$ cat src/design/dst_pkg.sv
// Shared types and constants for the dirty sector tracker.
package dst_pkg;

    localparam int PW        = 28;   // linear sector position width
    localparam int WORD_BITS = 64;   // sectors per store word
    localparam int MUL_W     = 14;   // shared multiplier operand width

    // configuration register indexes
    localparam logic [1:0] REG_SECTOR_SHIFT = 2'd0;
    localparam logic [1:0] REG_SCREEN_W     = 2'd1;
    localparam logic [1:0] REG_SCREEN_H     = 2'd2;

    localparam logic [3:0]  RST_SECTOR_SHIFT = 4'd3;
    localparam logic [12:0] RST_SCREEN_W     = 13'd1920;
    localparam logic [12:0] RST_SCREEN_H     = 13'd1080;

    typedef enum logic [1:0] {
        K_MARK  = 2'd0,
        K_QUERY = 2'd1,
        K_CLEAR = 2'd2,
        K_NONE  = 2'd3
    } t_kind;

    typedef enum logic [3:0] {
        S_FILL,
        S_IDLE,
        S_LIM,
        S_START,
        S_SPAN,
        S_SEG,
        S_ROW,
        S_RD,
        S_WR,
        S_QCHK,
        S_QWR,
        S_DONE
    } t_state;

endpackage

$ cat src/design/dst_mul.sv
// Shared multiplier with a registered product.
module dst_mul (
    input  logic                                      i_clk,
    input  logic [dst_pkg::MUL_W-1:0]                 i_a,
    input  logic [dst_pkg::MUL_W-1:0]                 i_b,
    output logic [dst_pkg::PW-1:0]                    o_p
);
    import dst_pkg::*;

    logic [PW-1:0] r_p;

    always_ff @(posedge i_clk) begin
        r_p <= i_a * i_b;
    end

    assign o_p = r_p;
endmodule

$ cat config.mk
export PLATFORM = sky130hd
export DESIGN_NAME = dst_mul
export DESIGN_NICKNAME = d
export VERILOG_FILES = /design/src/design/dst_pkg.sv /design/src/design/dst_mul.sv
export SDC_FILE = /design/constraint.sdc
export NUM_CORES = 1
export LEC_CHECK = 0
export CAP_MARGIN = 5
export CORE_MARGIN = 8
export CORE_UTILIZATION = 65
export DETAILED_ROUTE_END_ITERATION = 8
export DONT_BUFFER_PORTS = 1
export GPL_ROUTABILITY_DRIVEN = 0
export PLACE_DENSITY = 0.81
export SYNTH_ARGS = -nofsm -noshare
export SYNTH_HDL_FRONTEND = slang
export SYNTH_SLANG_ARGS = --single-unit
$ cat constraint.sdc
create_clock -name i_clk -period 7.5 [get_ports i_clk]
set_input_delay 0.375 -clock i_clk [delete_from_list [all_inputs] [get_ports i_clk]]
set_output_delay 0.375 -clock i_clk [all_outputs]
set_load 0.005 [all_outputs]
-- Word level (Yosys, flattened, before mapping)
Index checks and enable logic that the tools add are counted.
- register bits: 28
- output and inout bits: 28
- logic and storage cells: 2
- multiply operators: 1
- operators by type and width (operator ; count):
    $mul 14x14->28 ; 1

-- Depth between registers and ports, before layout
Gate-level depths: netlist of the first run.
- depth after elaboration: 1
- gate-level depth with buffers: 23

-- Worst setup path before layout of the first run
No wires, ideal clock.
- path kind: input-to-reg
- start: input i_b[5] in the netlist's numbering
- end: register r_p[27], in the netlist o_p[27]
- setup time: 0.122 ns
- arrival: 5.299 ns
- slack: 2.079 ns
- stages: 20
- path buffers: 2
- cell sequence: clkbuf_1 > nand2_1 > fa_1 > inv_1 > fa_1 > fa_1 > fa_1 > fa_1 > inv_1 > fa_1 > inv_1 > ha_1 > clkbuf_1 > nand2_1 > nor3b_1 > a22o_1 > a21oi_1 > o21a_1 > o21ai_0 > xnor2_1
- cells in the longest elaborated chain, start to end: 1
- ends and longest elaborated chain (item ; line ; RTL):
    start: declaration ; dst_mul.sv:5 ; input logic [dst_pkg::MUL_W-1:0] i_b,
    $mul 14x14->28 ; dst_mul.sv:13 ; r_p <= i_a * i_b;
    end signal: assignment ; dst_mul.sv:13 ;
    end: declaration ; dst_mul.sv:10 ; logic [PW-1:0] r_p;
Every way passes these cells.

-- Worst setup path in the final report of the first run
- start: input i_a[10] in the netlist's numbering
- end: register r_p[27], in the netlist o_p[27]
- cells in the longest elaborated chain, start to end: 1
- ends and longest elaborated chain (item ; line ; RTL):
    start: declaration ; dst_mul.sv:4 ; input logic [dst_pkg::MUL_W-1:0] i_a,
    $mul 14x14->28 ; dst_mul.sv:13 ;
Every way passes these cells.

==> summary.txt, run 1 <==
Antenna Cells: 0
Synth top cells by count: 184 x inv_1, 141 x fa_1, 110 x nand2_1
ys flop type: dfxtp_1
crit path cell chain: and2_1 -> fa_1 -> inv_1 -> fa_1 -> inv_1 -> fa_1 -> fa_1 -> fa_1 -> inv_1 -> fa_1 -> inv_1 -> ha_1 -> a21oi_1 -> o21ai_0 -> a22o_1 -> a21oi_1 -> o21a_1 -> o21ai_0 -> xnor2_1
antenna violations before repair: 0
TNS Setup: 0 ns
crit path capture type: register
Mapped Avg Cell Area: 9.01 µm²
first-pass GRT wire length: 26.5 mm
GR Overflow Total: 0
drt wl/cell: 17.5 µm
most used cell, CP: fa_1
HP Class: in2reg
Port Buffers: 0
Post-synth EDFFs: 0
die height: 121 µm
crit path to: o_p[27]
CP Class: in2reg
max-cap violation count: 0
Routed Antenna Nets: 0
drt pass-1 iters: 4
top-count cell post-synth: inv_1
Synth cell types: 35
number of buffers created by CTS: 3
DP Area: 7270 µm²
IO Count: 57
Worst-path clk slew: 0.09 ns
CTS tree: done
total setup buffers inserted after CTS: 0
H-tree Lvls: 1
Rel. slew slack: 0.753
Area contributors post-synth: fa_1 39%, ha_1 16%, inv_1 9.6%
# setup viols final: 0
# fillers: 865
Yosys reg bits: 28
# nets final: 1036
fin area: 7340 µm²
Synth top area share: 0.391
Synth Instances: 800
Tmin final: 5.38 ns
Slew Viols, Final: 0
Initial Util: 0.665
status: finished clean
clock sinks: 28
Peak Freq: 0.186 GHz
largest net degree at the start of global routing: 17
Fin. Hold Viols: 0
Seq/Total Area, Yosys: 0.0777
Worst setup SP type: input port
CTS root buffer: clkbuf_8
highest cell delay on the worst timing path: 0.53 ns
crit path from: i_a[10]
layout cells sized above 1: 0.0129
vias in the first global route: 5696
Via density: 5.69
Area Growth Syn to Fin: 1.80%
Hold Slack: 0.216 ns
synthesized area: 7210 µm²
RSZ-0062 raised after global routing: false
Slowest-stage cell, CP: fa_1
Tcrit/Tclk final: 0.717
Core Region: 10800 µm²
asr flop ratio synth: 0
max FFs per register: 28
Critical Path Fanout Max: 14
post_cts resized: 0
Critical Path AT: 5.54 ns
Die X: 121 µm
dpl hpwl: 13.2 mm
Synth warnings: 0
hold path depth: 1
vias: 5194
hold_sp: i_b[0]
1st-iter DRT viols: 329
die area: 14700 µm²
Total GRT Usage: 0.223
row cnt: 38
final non-filler cell total: 913
Worst-Margin Slew: 0.367 ns
cts hold-fix bufs: 0
# DRC: 0
WL final: 15.9 mm
syn_nets: 1062
Cells after DPL: 909
Yosys top cell by area: fa_1
CP required: 7.66 ns
clk buf depth: 2
[cell type report]
| type | count | area, µm² | share of cell area |
|---|---|---|---|
| multi-input combinational | 557 | 5840 | 0.796 |
| inverter | 184 | 691 | 0.0941 |
| sequential | 28 | 561 | 0.0764 |
| tap | 140 | 175 | 0.0239 |
| clock buffer | 3 | 41.3 | 0.00562 |
| clock inverter | 1 | 30.0 | 0.00409 |
[through the flow]
| step | utilization | setup slack [ns] |
|---|---|---|
| 3_3_place_gp | 0.671 | 2.00 |
| 3_5_place_dp | 0.671 | 1.89 |
| 5_1_grt | 0.677 | 1.83 |
| 2_1_floorplan | - | 2.08 |
| 6_report | 0.677 | 2.12 |
| 4_1_cts | 0.677 | 2.19 |
[per-layer routing]
metal / routed length [µm] / track usage / part of all wire
met5: 0 / 0 / 0
met4: 636 / 0.0918 / 0.040
met1: 5600 / 0.236 / 0.35
met3: 866 / 0.0312 / 0.054
met2: 8840 / 0.431 / 0.55
[logic make-up (layout without fill, tap and decap cells)]
family / Yosys count / in the layout / synth area share
AOI/OAI and AO/OA: 67 / 67 / 0.0663
DFF: 28 / 28 / 0.0777
buffers and inverters: 215 / 188 / 0.112
and+or+nand+nor: 231 / 231 / 0.161
adders and majority gates: 233 / 233 / 0.551
xor gates and xnor gates: 26 / 26 / 0.0316
[cell usage in the layout, fill, tap and decap left out, drive strengths merged, types with 3 or more instances in the layout]
| cell type | n |
|---|---|
| a31oi | 3 |
| a21oi | 24 |
| o21bai | 5 |
| o21ai | 11 |
| xnor2 | 20 |
| clkbuf | 3 |
| inv | 184 |
| nand2 | 110 |
| and3 | 5 |
| fa | 141 |
| nor2 | 5 |
| and2 | 99 |
| dfxtp | 28 |
| nand4 | 5 |
| nor3b | 3 |
| ha | 92 |
| a21o | 11 |
| xor2 | 6 |
[worst min-delay path by stage]
stage / end / slack (ns)
3_3_place_gp: o_p[0] / 0.50
4_1_cts: o_p[0] / 0.21
5_1_grt: o_p[0] / 0.20
3_5_place_dp: o_p[0] / 0.51
2_1_floorplan: o_p[0] / 0.50
6_report: o_p[0] / 0.22
[critical path: cells and delay by family]
kind                     cells  cell delay [ns]
buffers and inverters        4             0.19
XOR/XNOR                     1             0.15
AND/OR/NAND/NOR              1             0.15
adder cells (fa/ha/maj)      7             3.32
AO/OA/AOI/OAI                6             1.35
Power of run 1 is left out: the tool's default activity adds up to more than one toggle a clock period on the data nets, which glitch-free logic cannot reach.
==> inputs of run 2 (changes only) <==
- clock period: 7.5 -> 5.3 ns (I/O delays scaled with it)
==> run 2 against run 1 <==
Against the previous run: first-iteration DRC count down 28%; flip-flop and latch count unchanged; die area unchanged; cell area up 1.5%; wire length down 4.6%; core utilization up 0.99 points; non-clock buffer count up 15; via count down 0.42%; cell count up 1.6%; setup slack worse by 1.9 ns; sequential share of layout area down 0.11 points; critical path type unchanged; largest cell class unchanged; worst hold slack worse by 0.10 ns.
==> summary.txt, run 2 (synthesis gave the netlist of run 1 again) <==
Critical Path AT: 5.26 ns
dpl hpwl: 12.6 mm
highest cell delay on the worst timing path: 0.53 ns
clock sinks: 28
crit path capture type: register
Tcrit/Tclk final: 0.961
number of buffers created by CTS: 3
CTS root buffer: clkbuf_8
Reg area: 561 µm²
fin area: 7450 µm²
# setup viols final: 0
# DRC: 0
crit path buf inv count: 4
area of the multi-input gates: 5850 µm²
hold_sp: i_b[0]
WL final: 15.2 mm
DP Area: 7390 µm²
# nets final: 1051
crit path cell chain: and2_1 -> fa_1 -> inv_1 -> fa_1 -> inv_1 -> fa_1 -> fa_1 -> fa_1 -> inv_1 -> fa_1 -> inv_1 -> ha_1 -> a21oi_2 -> o21ai_0 -> a22o_1 -> a21oi_1 -> o21a_1 -> o21ai_0 -> xnor2_1
CTS tree: done
first-pass GRT wire length: 25.5 mm
Routed Antenna Nets: 0
drt pass-1 iters: 5
1st-iter DRT viols: 238
Antenna Cells: 0
most frequent cells in the layout: 184 x inv_1, 141 x fa_1, 110 x nand2_1, 99 x and2_1, 92 x ha_1
leading cell type in the layout, fill and taps excluded: inv_1
RSZ-0062 raised after global routing: false
CP required: 5.46 ns
post_cts resized: 0
Fin. Hold Viols: 0
GR Overflow Total: 0
Worst-Margin Slew: 0.322 ns
Tmin final: 5.09 ns
row cnt: 38
cts hold-fix bufs: 0
Rel. slew slack: 0.783
Critical Path Fanout Max: 14
vias in the first global route: 5480
Initial Util: 0.665
largest net degree at the start of global routing: 16
CP Class: in2reg
IO Count: 57
Core Region: 10800 µm²
Die X: 121 µm
Util after Layout: 0.687
layout cells sized above 1: 0.0355
status: finished clean
vias: 5172
Port Buffers: 0
Worst setup SP type: input port
final non-filler cell total: 928
die area: 14700 µm²
drt wl/cell: 16.4 µm
max-cap violation count: 0
HP Class: in2reg
clk buf depth: 2
Peak Freq: 0.196 GHz
Via density: 5.57
crit-path leading delay family: adder cells
hold path depth: 1
most used cell, CP: fa_1
max FFs per register: 28
Cells after DPL: 924
Slowest-stage cell, CP: fa_1
hold worst-path end: o_p[0]
die height: 121 µm
total setup buffers inserted after CTS: 0
H-tree Lvls: 1
Total GRT Usage: 0.214
# fillers: 855
antenna violations before repair: 1
Worst-path clk slew: 0.09 ns
Area Growth Syn to Fin: 3.30%
Slew Viols, Final: 0
## run 2: changes by cell type in the layout (fill, tap and decap cells not counted)
cell       before  now
clkbuf_8        3    4
o21ai_0        10    9
bufinv_16       1    0
o21ai_1         0    1
a21oi_2         0    3
buf_4           0   15
a21oi_1        24   21
## run 2: layer usage
metal	routed length, µm	global-route usage	up-vias	share of wire
li1	-	-	2367	-
met4	658	0.104	2	0.043
met1	5510	0.240	2591	0.36
met2	8210	0.391	159	0.54
met3	810	0.0289	53	0.053
met5	13	0	-	0.00085
## run 2: cell type report
cell class / count / area share
clock buffers: 4 / 0.00739
inverters: 184 / 0.0927
multi-input cells: 557 / 0.786
flip-flops and latches: 28 / 0.0753
well taps: 140 / 0.0235
repair buffers: 15 / 0.0151
## run 2: worst max-delay path by stage
stage                  from  endpoint  slack (ns)  depth (start not counted)
finish              i_a[10]   o_p[27]        0.21                         19
global route         i_a[7]   o_p[24]       0.009                         21
CTS                 i_a[10]   o_p[27]        0.17                         19
detailed placement  i_a[10]   o_p[27]       -0.13                         19
global placement     i_a[7]   o_p[27]       -0.01                         21
floorplan            i_a[8]   o_p[27]      0.0002                         20
## run 2: through the flow
step	setup TNS [ns]	hold WS, ns	setup slack, ns
floorplan	0	0.387	0.000244
global placement	-0.0170	0.391	-0.0125
detailed placement	-0.387	0.394	-0.126
CTS	0	0.108	0.165
global route	0	0.105	0.00946
finish	0	0.111	0.206
Power of run 2 is left out for the same reason.
