$ cat config.mk
export PLATFORM = sky130hd
export DESIGN_NAME = dst_mask
export DESIGN_NICKNAME = d
export VERILOG_FILES = /design/src/design/dst_pkg.sv /design/src/design/dst_mask.sv
export SDC_FILE = /design/constraint.sdc
export NUM_CORES = 1
export LEC_CHECK = 0
export BUFFER_PORTS_ARGS = -buffer_cell sky130_fd_sc_hd__buf_2
export CAP_MARGIN = 10
export CELL_PAD_IN_SITES_DETAIL_PLACEMENT = 0
export CELL_PAD_IN_SITES_GLOBAL_PLACEMENT = 1
export CORE_AREA = 10 10 93 95
export DETAILED_ROUTE_END_ITERATION = 7
export DIE_AREA = 0 0 103 105
export PLACE_DENSITY_LB_ADDON = 0.1
export SETUP_SLACK_MARGIN = 0.3
export SLEW_MARGIN = 20
export SYNTH_ARGS = -nofsm -noshare
export SYNTH_HDL_FRONTEND = slang
export SYNTH_SLANG_ARGS = --single-unit
$ cat constraint.sdc
create_clock -name vclk -period 4.9
set_input_delay 0.735 -clock vclk [all_inputs]
set_output_delay 0.735 -clock vclk [all_outputs]
set_load 0.02 [all_outputs]
$ cat src/design/dst_pkg.sv
// Shared types and constants for the dirty sector tracker.
package dst_pkg;

    localparam int PW        = 28;   // linear sector position width
    localparam int WORD_BITS = 64;   // sectors per store word
    localparam int MUL_W     = 14;   // shared multiplier operand width

    // configuration register indexes
    localparam logic [1:0] REG_SECTOR_SHIFT = 2'd0;
    localparam logic [1:0] REG_SCREEN_W     = 2'd1;
    localparam logic [1:0] REG_SCREEN_H     = 2'd2;

    localparam logic [3:0]  RST_SECTOR_SHIFT = 4'd3;
    localparam logic [12:0] RST_SCREEN_W     = 13'd1920;
    localparam logic [12:0] RST_SCREEN_H     = 13'd1080;

    typedef enum logic [1:0] {
        K_MARK  = 2'd0,
        K_QUERY = 2'd1,
        K_CLEAR = 2'd2,
        K_NONE  = 2'd3
    } t_kind;

    typedef enum logic [3:0] {
        S_FILL,
        S_IDLE,
        S_LIM,
        S_START,
        S_SPAN,
        S_SEG,
        S_ROW,
        S_RD,
        S_WR,
        S_QCHK,
        S_QWR,
        S_DONE
    } t_state;

endpackage

$ cat src/design/dst_mask.sv
// Bit mask of the sectors in [lo, hi) that fall in lo's store word.
module dst_mask (
    input  logic [dst_pkg::PW-1:0]        i_lo,
    input  logic [dst_pkg::PW-1:0]        i_hi,
    output logic [dst_pkg::WORD_BITS-1:0] o_mask
);
    import dst_pkg::*;

    logic                 same_word;
    logic [WORD_BITS-1:0] lo_part;
    logic [WORD_BITS-1:0] hi_part;

    always_comb begin
        same_word = (i_hi[PW-1:6] == i_lo[PW-1:6]);
        lo_part   = {WORD_BITS{1'b1}} << i_lo[5:0];
        hi_part   = same_word ? ~({WORD_BITS{1'b1}} << i_hi[5:0]) : {WORD_BITS{1'b1}};
        o_mask    = lo_part & hi_part;
    end
endmodule

* Word-level counts from Yosys, hierarchy flattened
Cells that the tools add are included.
** Word-level totals
- Bits in registers :: 0
- Bits in latches :: 0
- Bits in writable memories :: 0
- Bits in read-only memories :: 0
- Bits of input ports :: 56
- Output and inout port bits :: 64
- Logic and storage cells :: 6
- Memories :: 0
** Operators by class
- Add/sub/neg operators :: 0
- Multipliers :: 0
- Div/mod/pow operators :: 0
- Order comparisons :: 0
- Equal/unequal tests :: 1
- Shift-type cells :: 2
- Muxes and demuxes :: 1
- Bitwise logic cells :: 2
- Reduce and logical (&&, ||, !) cells :: 0
** Operators with widths (count)
- $shl A64 B6 Y64 const A :: 2
- $and A64 B64 Y64 :: 1
- $mux W64 :: 1
- $not A64 Y64 :: 1
- $eq A22 B22 Y1 :: 1

* Logic depth before layout (Yosys ltp)
Gate-level depths: netlist (run 1).
- Depth in word-level cells :: 4
- Mapped depth :: 6
- Mapped depth without buffers :: 4

* Worst setup path after synthesis (run 1)
OpenSTA, ideal clock, no wires.
- Path kind :: in2out
- Start :: in i_hi[2] (netlist bit)
- End :: out o_mask[22] (netlist bit)
- Data arrival time :: 2.113 ns
- Data required time :: 4.165 ns
- Slack :: 2.052 ns
- Stages :: 6
- Path buffers :: 2
- Cells stage by stage :: clkbuf_1 > and3_1 > clkbuf_1 > o21ai_0 > nor4b_1 > a211oi_1
** On the way
- Cells in the longest elaborated chain, start to end :: 4
** Ends and longest elaborated chain
- start, declared :: RTL line dst_mask.sv:4 : input logic [dst_pkg::PW-1:0] i_hi,
- $shl A64 B6 Y64 :: RTL line dst_mask.sv:16 : hi_part = same_word ? ~({WORD_BITS{1'b1}} << i_hi[5:0]) : {WORD_BITS{1'b1}};
- $not A64 Y64 :: RTL line dst_mask.sv:16
- $mux W64 :: RTL line dst_mask.sv:16
- $and A64 B64 Y64 :: RTL line dst_mask.sv:17 : o_mask = lo_part & hi_part;
- end, declared :: RTL line dst_mask.sv:5 : output logic [dst_pkg::WORD_BITS-1:0] o_mask
Every way passes these cells.

* Worst setup path in the final report (run 1)
- Start :: in i_lo[15] (netlist bit)
- End :: out o_mask[36] (netlist bit)
** On the way
- Cells in the longest elaborated chain, start to end :: 3
** Ends and longest elaborated chain
- start, declared :: RTL line dst_mask.sv:3 : input logic [dst_pkg::PW-1:0] i_lo,
- $eq A22 B22 Y1 :: RTL line dst_mask.sv:14 : same_word = (i_hi[PW-1:6] == i_lo[PW-1:6]);
- $mux W64 :: RTL line dst_mask.sv:16
- $and A64 B64 Y64 :: RTL line dst_mask.sv:17
Every way passes these cells.

==> summary.txt, run 1 <==
STA
  • Post-route setup TNS: 0 ps
  • Final hold vios: 0
  • RSZ-0062 raised after global routing: false
  • Max-slew headroom: 0.510
  • Pins Over Slew Limit: 0
  • Final setup violation count: 0
  • Achievable Freq: between 200 and 300 MHz
  • Slew @ Worst Pin: 734 ps
  • Tmin final: 3480 ps
  • Setup WS post-layout: roughly 1400 ps
  • Final cycle utilization of the critical path: 0.711

Cells and area
  • Sequential cell area: 0 µm²
  • Share of cells above drive strength 1: 0.328
  • Nets: about 450
  • Synth-to-Final Area Change: 30.0%
  • CLK BUF: 0
  • Antenna Cells: 0
  • Design area: 2320 µm²
  • Sequential cells: 0
  • Final non-filler cell total: 473

Drt
  • Metal-1 WL: roughly 4100 µm
  • Vias per std cell: 5.65
  • Top Layer Used: met4
  • WL met3: slightly above 800 µm
  • Wire per inst: about 19 µm
  • Post-Route WL: 9160 µm
  • Drt pass-1 iters: 4
  • DR DRC count: 0
  • Vias: about 2,700
  • Drt initial violations: between 150 and 200
  • ANT nets after route: 0
  • Met2 wire len: roughly 4200 µm

Logic synthesis
  • Post-synthesis cell area: between 1500 and 2000 µm²
  • Synth Warn #: 0
  • Synth cell types: 34
  • Mapped Nets: ~370
  • Avg Inst Size Synth: 5.76 µm²
  • Sequential-to-total area share from yosys stat: 0
  • Post-Syn Instances: 310

Floorplanning
  • Initial Util: 0.264
  • # IOs: 120
  • Die W: around 100 µm
  • # rows: 30
  • Core box area: 6760 µm²
  • Full die area: 10,800 µm²
  • Die Ht: around 110 µm

Setup path
  • Worst endpoint data arrival time: between 2000 and 3000 ps
  • CP endpoint kind: output port
  • CP max stage delay: ~570 ps
  • Cell with the most instances on the worst path: buf_2
  • Slowest library cell on the worst path: nor2_4
  • Setup crit start kind: primary input
  • Worst Path Required: 4160 ps
  • Worst Setup Path Type: primary input to output port
  • CP Cell Sequence: buf_2 > xnor2_1 > nand4_1 > nor2_4 > buf_4 > a32oi_1 > buf_2
  • CP max FO: 20

Global route
  • Vias in the first global route: around 2,800
  • GRT Resource Usage Total: 0.159
  • First-pass GRT wire length: between 10,000 and 15,000 µm
  • Total gr overflow: 0
  • Initial antenna violation count: 0
  • Largest net degree at the start of global routing: 65

Clock tree
  • CTS Hold Buffers Added: 0
  • PostCTS Resize Cnt: 0
  • Setup bufs post-CTS: 0

Placement
  • I/O Buffers: 120
  • Cells after DPL: 473
  • HPWL after DPL: a little under 7000 µm
  • Dpl ws: ~1400 ps
  • Final GP Congestion: approximately 0.84
  • DP Area: between 2000 and 2500 µm²

Power and ir drop
  • Maximum VDD drop: 0.0383 mV
  • Pwr per Cell Area: around 96 nW/µm²
  • Total power: roughly 0.00022 W
  • Lkg Pwr: between 0.9 and 1 nW

Run
  • MaxCap Viol Count: 0

Min path
  • Hold Path Class: primary input to output port

Run status
  • Outcome: completed
## report_power, final
part	switching (W)	internal, W
sequential	0	0
combinational	0.000146	0.0000768
clock	0	0
total	0.000146	0.0000768
## metrics by stage
stage	hold slack, ps	utilization
after floorplan	1660	-
after global placement	1930	0.343
after detailed placement	1930	0.343
after CTS	1930	0.343
after global routing	1970	0.343
final	1940	0.343
## cell type report
type / count / area [µm²]
fillers: 819 / 4440
multi-input cells: 263 / 1570
repair buffers: 123 / 623
well taps: 80 / 100
inverters: 7 / 26.3
## synth_stat cells (all sizes together)
cell type | number | area [µm²]
a31o | 1 | 8.76
or3 | 3 | 18.8
and3 | 4 | 25.0
inv | 7 | 26.3
a21boi | 2 | 15.0
buf | 9 | 78.8
nand4 | 6 | 37.5
nand2b | 1 | 6.26
a21o | 7 | 52.6
a311oi | 3 | 26.3
nand2 | 41 | 154
a31oi | 32 | 200
or4 | 1 | 7.51
nand3 | 6 | 30.0
nand3b | 1 | 7.51
clkbuf | 31 | 116
nor2b | 2 | 12.5
o21a | 2 | 15.0
a211oi | 7 | 52.6
a21oi | 18 | 90.1
nor3 | 11 | 55.1
xnor2 | 22 | 193
o21ai | 26 | 130
nor4b | 3 | 26.3
a32oi | 17 | 149
nor4 | 6 | 52.6
o31a | 1 | 8.76
o21bai | 5 | 37.5
nor2 | 27 | 101
or2 | 3 | 18.8
and2 | 5 | 31.3
## metal layers
layer	GRT usage	up-vias
met4	0.0129	0
li1	-	1319
met3	0.0402	4
met5	0	-
met1	0.216	1237
met2	0.254	111
## layout by cell type, fill, tap and decap left out, types with 2 or more instances in the layout
cell        n
o21bai_1    5
o21a_1      2
a31oi_1    32
nand4_1     6
o21ai_0    26
buf_4       3
or2_2       3
nor4_1      5
a32oi_1    17
a21oi_1    18
nor4b_1     3
nor3_1     11
a21o_1      7
buf_2     120
a311oi_1    3
and3_1      4
nor2b_1     2
nand2_1    41
nor2_1     26
and2_1      5
nand3_1     6
inv_1       7
xnor2_1    22
a211oi_1    7
or3_1       3
## worst max-delay path, delay by kind of cell
family	cells	cell delay, ps
AOI/OAI and AO/OA	1	140
xor gates and xnor gates	1	140
buffers and inverters	3	630
and+or+nand+nor	2	1100
## final timing paths
path / startpoint / endpoint / slack, ps / cells past startpoint
setup / recovery: i_lo[15] / o_mask[36] / 1420 / 7
hold / removal: i_lo[4] / o_mask[15] / 1940 / 3
## cells by family after synthesis
kind of cell / synth area share
simple gates: 0.328
compound gates: 0.440
buf+inv: 0.124
xor+xnor: 0.108
Note: power is estimated with default switching activity, not from simulation.
==> run 2: changes to the inputs <==
==> constraint.sdc (replaced) <==
create_clock -name vclk -period 3.3
set_input_delay 0.495 -clock vclk [all_inputs]
set_output_delay 0.495 -clock vclk [all_outputs]
set_load 0.02 [all_outputs]
==> run 2 against run 1 <==
Flip-flop and latch count stayed put. Clock-buffer cell count stayed put. Combinational power is 55% higher. Routed wire length grew 4.2%. Critical path type unchanged.
==> summary.txt, run 2 (synthesis results as in run 1) <==
Run status
  • Outcome: completed

STA
  • RSZ-0062 raised after global routing: false
  • Tmin final: about 2500 ps
  • Final hold vios: 0
  • Max-slew headroom: 0.534
  • Slew @ Worst Pin: approximately 690 ps
  • Pins Over Slew Limit: 0
  • Final cycle utilization of the critical path: 0.744
  • Final setup violation count: 0
  • Post-route setup TNS: 0 ps
  • Achievable Freq: around 410 MHz

Cells and area
  • Share of cells above drive strength 1: 0.338
  • Synth-to-Final Area Change: 33.9%
  • Nets: 457
  • Commonest non-fill, non-tap cell in the layout: buf_2
  • Highest-count cells in the layout ignoring fill and taps: 120 x buf_2, 41 x nand2_1, 32 x a31oi_1
  • Filler cell count: 791
  • CLK BUF: 0
  • Antenna Cells: 0
  • Util after Layout: 0.354
  • Sequential cell area: 0 µm²
  • Sequential cells: 0

Global route
  • Total gr overflow: 0
  • M3 GR Usage: 0.0389
  • Vias in the first global route: between 2,000 and 3,000
  • Largest net degree at the start of global routing: 65
  • Met1 Use GR: 0.226
  • GRT Resource Usage Total: 0.164
  • Initial antenna violation count: 0
  • Met2 Resource Use GR: 0.255
  • Most Used Layer, Global Route: met2
  • First-pass GRT wire length: 15,000 µm

Drt
  • Drt initial violations: approximately 300
  • ANT nets after route: 0
  • Drt pass-1 iters: 5
  • Wire per inst: 19.9 µm
  • Post-Route WL: 9540 µm
  • Vias per std cell: about 5.8
  • DR DRC count: 0
  • Vias: approximately 2,800

Power and ir drop
  • Maximum VDD drop: slightly above 0.05 mV
  • Clock share of power: 0
  • Sw power: 0.000223 W
  • Int Power: around 0.00012 W
  • Seq pwr share: 0
  • Comb pwr share: 1.000
  • Lkg Pwr: slightly above 1 nW
  • Switching Fraction: 0.649
  • Pwr per Cell Area: between 100 and 150 nW/µm²

Setup path
  • Crit path max-delay family: simple AND/OR/NAND/NOR gates
  • Worst Setup Path Type: primary input to output port
  • Worst Path Required: ~2800 ps
  • CP max stage delay: 610 ps
  • CP Cell Sequence: buf_2 > nor3_1 > inv_1 > a211oi_1 > buf_2
  • Setup crit start kind: primary input
  • Buffers & Inverters on Critical Path: 3
  • Cell with the most instances on the worst path: buf_2
  • Worst endpoint data arrival time: between 1500 and 2000 ps
  • CP max FO: 15
  • Slowest library cell on the worst path: nor3_1
  • CP endpoint kind: output port

Clock tree
  • PostCTS Resize Cnt: 0
  • Setup bufs post-CTS: 0
  • CTS Hold Buffers Added: 0

Floorplanning
  • Initial Util: 0.264
  • Die W: roughly 100 µm
  • Full die area: between 10,000 and 15,000 µm²
  • Die Ht: roughly 110 µm
  • Core box area: just under 7000 µm²
  • # IOs: 120
  • # rows: 30

Placement
  • HPWL after DPL: roughly 7100 µm
  • I/O Buffers: 120
  • Final GP Congestion: between 0.9 and 1

Min path
  • Hold Path Class: primary input to output port

Run
  • MaxCap Viol Count: 0
==> run 2: changes by cell type in the layout (fill, tap and decap cells not counted) <==
cell	change
buf_4	+4
buf_12	+2
==> run 2: metrics by stage <==
| step | hold slack (ps) | cells | setup WS (ps) | power, W | cell area, µm² |
|---|---|---|---|---|---|
| 2_1_floorplan | 1180 | 310 | 932 | 0.000211 | 1780 |
| 6_report | 1450 | 479 | 846 | 0.000343 | 2390 |
| 3_3_place_gp | 1460 | 479 | 828 | 0.000344 | 2390 |
| 3_5_place_dp | 1440 | 479 | 853 | 0.000342 | 2390 |
| 5_1_grt | 1470 | 479 | 711 | 0.000376 | 2390 |
| 4_1_cts | 1440 | 479 | 853 | 0.000343 | 2390 |
==> run 2: final cells by class <==
type | count | area, µm² | share of cell area
Tap cell | 80 | 100 | 0.0419
Multi-Input combinational cell | 263 | 1570 | 0.657
Timing Repair Buffer | 129 | 693 | 0.290
Inverter | 7 | 26.3 | 0.0110
==> run 2: final timing paths <==
kind / depth (start not counted) / end / from / slack, ps
hold / removal: 3 / o_mask[15] / i_lo[4] / 1450
setup / recovery: 5 / o_mask[2] / i_lo[3] / 850
==> run 2: worst min-delay path: cells and delay by family <==
kind | cells | cell delay, ps
AOI/OAI and AO/OA | 1 | 70
buffers and inverters | 2 | 380
==> run 2: power by group through the flow <==
stage	sequential [W]	clock (W)	combinational (W)
5_1_grt	0	0	0.000376
6_report	0	0	0.000343
2_1_floorplan	0	0	0.000211
3_3_place_gp	0	0	0.000344
4_1_cts	0	0	0.000343
3_5_place_dp	0	0	0.000342
==> run 2: routing by layer <==
metal | share of wire | routed length (µm)
met1 | 0.43 | 4140
met2 | 0.45 | 4270
met3 | 0.11 | 1030
met4 | 0.0095 | 91
met5 | 0 | 0
==> run 3: changes to the inputs <==
==> constraint.sdc (replaced) <==
create_clock -name vclk -period 2.4
set_input_delay 0.36 -clock vclk [all_inputs]
set_output_delay 0.36 -clock vclk [all_outputs]
set_load 0.02 [all_outputs]
==> run 3 against run 2 <==
Setup slack got worse by 570 ps. Largest cell class unchanged. First-iteration DRC count up 36%. Flip-flop and latch count unchanged. Global-route usage up 0.80 points. Sequential share of layout area did not move.
==> summary.txt, run 3 (synthesis results as in run 1) <==
STA
  • Pins Over Slew Limit: 0
  • Achievable Freq: 470 MHz
  • Slew @ Worst Pin: between 400 and 500 ps
  • Tmin final: 2130 ps
  • Max-slew headroom: 0.674
  • Final hold vios: 0
  • RSZ-0062 raised after global routing: true
  • Final setup violation count: 0
  • Final cycle utilization of the critical path: 0.887
  • Setup WS post-layout: roughly 270 ps
  • Post-route setup TNS: 0 ps

Drt
  • ANT nets after route: 0
  • DR DRC count: 0
  • Post-Route WL: ~11,000 µm
  • Wire per inst: 21.6 µm
  • Vias per std cell: between 6 and 7
  • Drt initial violations: 408
  • Drt pass-1 iters: 5
  • Vias: 2,999

Floorplanning
  • # rows: 30
  • Core box area: just under 7000 µm²
  • Full die area: ~11,000 µm²
  • Die Ht: 105 µm
  • # IOs: between 100 and 150
  • Initial Util: 0.264
  • Die W: between 100 and 150 µm

Power and ir drop
  • Pwr per Cell Area: 180 nW/µm²
  • Lkg Pwr: roughly 1.2 nW
  • Maximum VDD drop: 0.104 mV

Clock tree
  • CTS Hold Buffers Added: 0

Min path
  • Hold Crit Start: i_lo[5]
  • Hold Path Class: primary input to output port

Setup path
  • Worst Setup SP: i_hi[26]
  • Cell with the most instances on the worst path: buf_6
  • CP Cell Sequence: buf_6 > xnor2_2 > nand4_1 > nor4_4 > buf_6 > clkbuf_16 > a32oi_2 > buf_4
  • CP max FO: 8
  • Buffers & Inverters on Critical Path: 4
  • Worst Setup Path Type: primary input to output port
  • Worst endpoint data arrival time: 1770 ps
  • Worst Path Required: just over 2000 ps
  • Slowest library cell on the worst path: nor4_4
  • Crit path max-delay family: buffers and inverters
  • CP max stage delay: 340 ps
  • Setup crit start kind: primary input
  • CP endpoint kind: output port

Global route
  • GRT Resource Usage Total: 0.172
  • Largest net degree at the start of global routing: between 50 and 60
  • Vias in the first global route: between 2,000 and 3,000
  • Total gr overflow: 0
  • Initial antenna violation count: 0
  • First-pass GRT wire length: 15,600 µm

Cells and area
  • Sequential cells: 0
  • Commonest non-fill, non-tap cell in the layout: buf_2
  • Highest-count cells in the layout ignoring fill and taps: 93 x buf_2, 41 x nand2_1, 30 x a31oi_1
  • Antenna Cells: 0
  • Sequential cell area: 0 µm²
  • Nets: around 470
  • CLK BUF: 0
  • Share of cells above drive strength 1: 0.439
  • Synth-to-Final Area Change: 67.3%
  • Filler cell count: around 740

Placement
  • Dpl ws: ~240 ps
  • HPWL after DPL: ~7200 µm
  • Final GP Congestion: 0.890
  • I/O Buffers: 120

Run status
  • Outcome: completed

Run
  • MaxCap Viol Count: 0
[run 3: cell count changes in the layout (fill, tap and decap cells not counted), sizes merged]
| cell | before | now |
|---|---|---|
| buf | 129 | 141 |
| clkbuf | 0 | 4 |
[run 3: where the power goes]
part | internal, W | total [W] | switching, W
combinational | 0.000206 | 0.000537 | 0.000331
sequential | 0 | 0 | 0
clock | 0 | 0 | 0
[run 3: routing by layer]
layer  track usage  share of wire  up-vias
met5             0              0        -
met4       0.00895          0.014        0
met3        0.0422           0.11       16
met2         0.278           0.45      191
met1         0.232           0.42     1425
li1              -              -     1367
[run 3: layout make-up]
type / instances / area (µm²) / share of cell area
Inverter: 7 / 26.3 / 0.00880
Multi-Input combinational cell: 263 / 1810 / 0.607
Timing Repair Buffer: 145 / 1050 / 0.351
Tap cell: 80 / 100 / 0.0335
[run 3: per-stage QoR]
step	instance area, µm²	power, W	util	cells	hold WS [ps]
floorplan	1780	0.000290	-	310	915
global placement	2440	0.000480	0.361	486	1150
detailed placement	2440	0.000480	0.361	486	1130
CTS	2500	0.000482	0.370	490	1140
global route	2990	0.000582	0.442	495	1160
finish	2990	0.000537	0.442	495	1160
[run 3: final timing paths]
check / to / slack [ps] / cells past startpoint
max: o_mask[37] / 270 / 8
min: o_mask[36] / 1160 / 3
[run 3: worst min-delay path: stages]
cell and delay, ps:
buf_2 180, a32oi_1 90, buf_2 160
[run 3: what timing repair did]
action	4_1_cts	5_1_grt
resized for setup	2	81
gates cloned	2	5
setup buffers	2	0
pin swaps	0	11
setup endpoints to repair	46	64
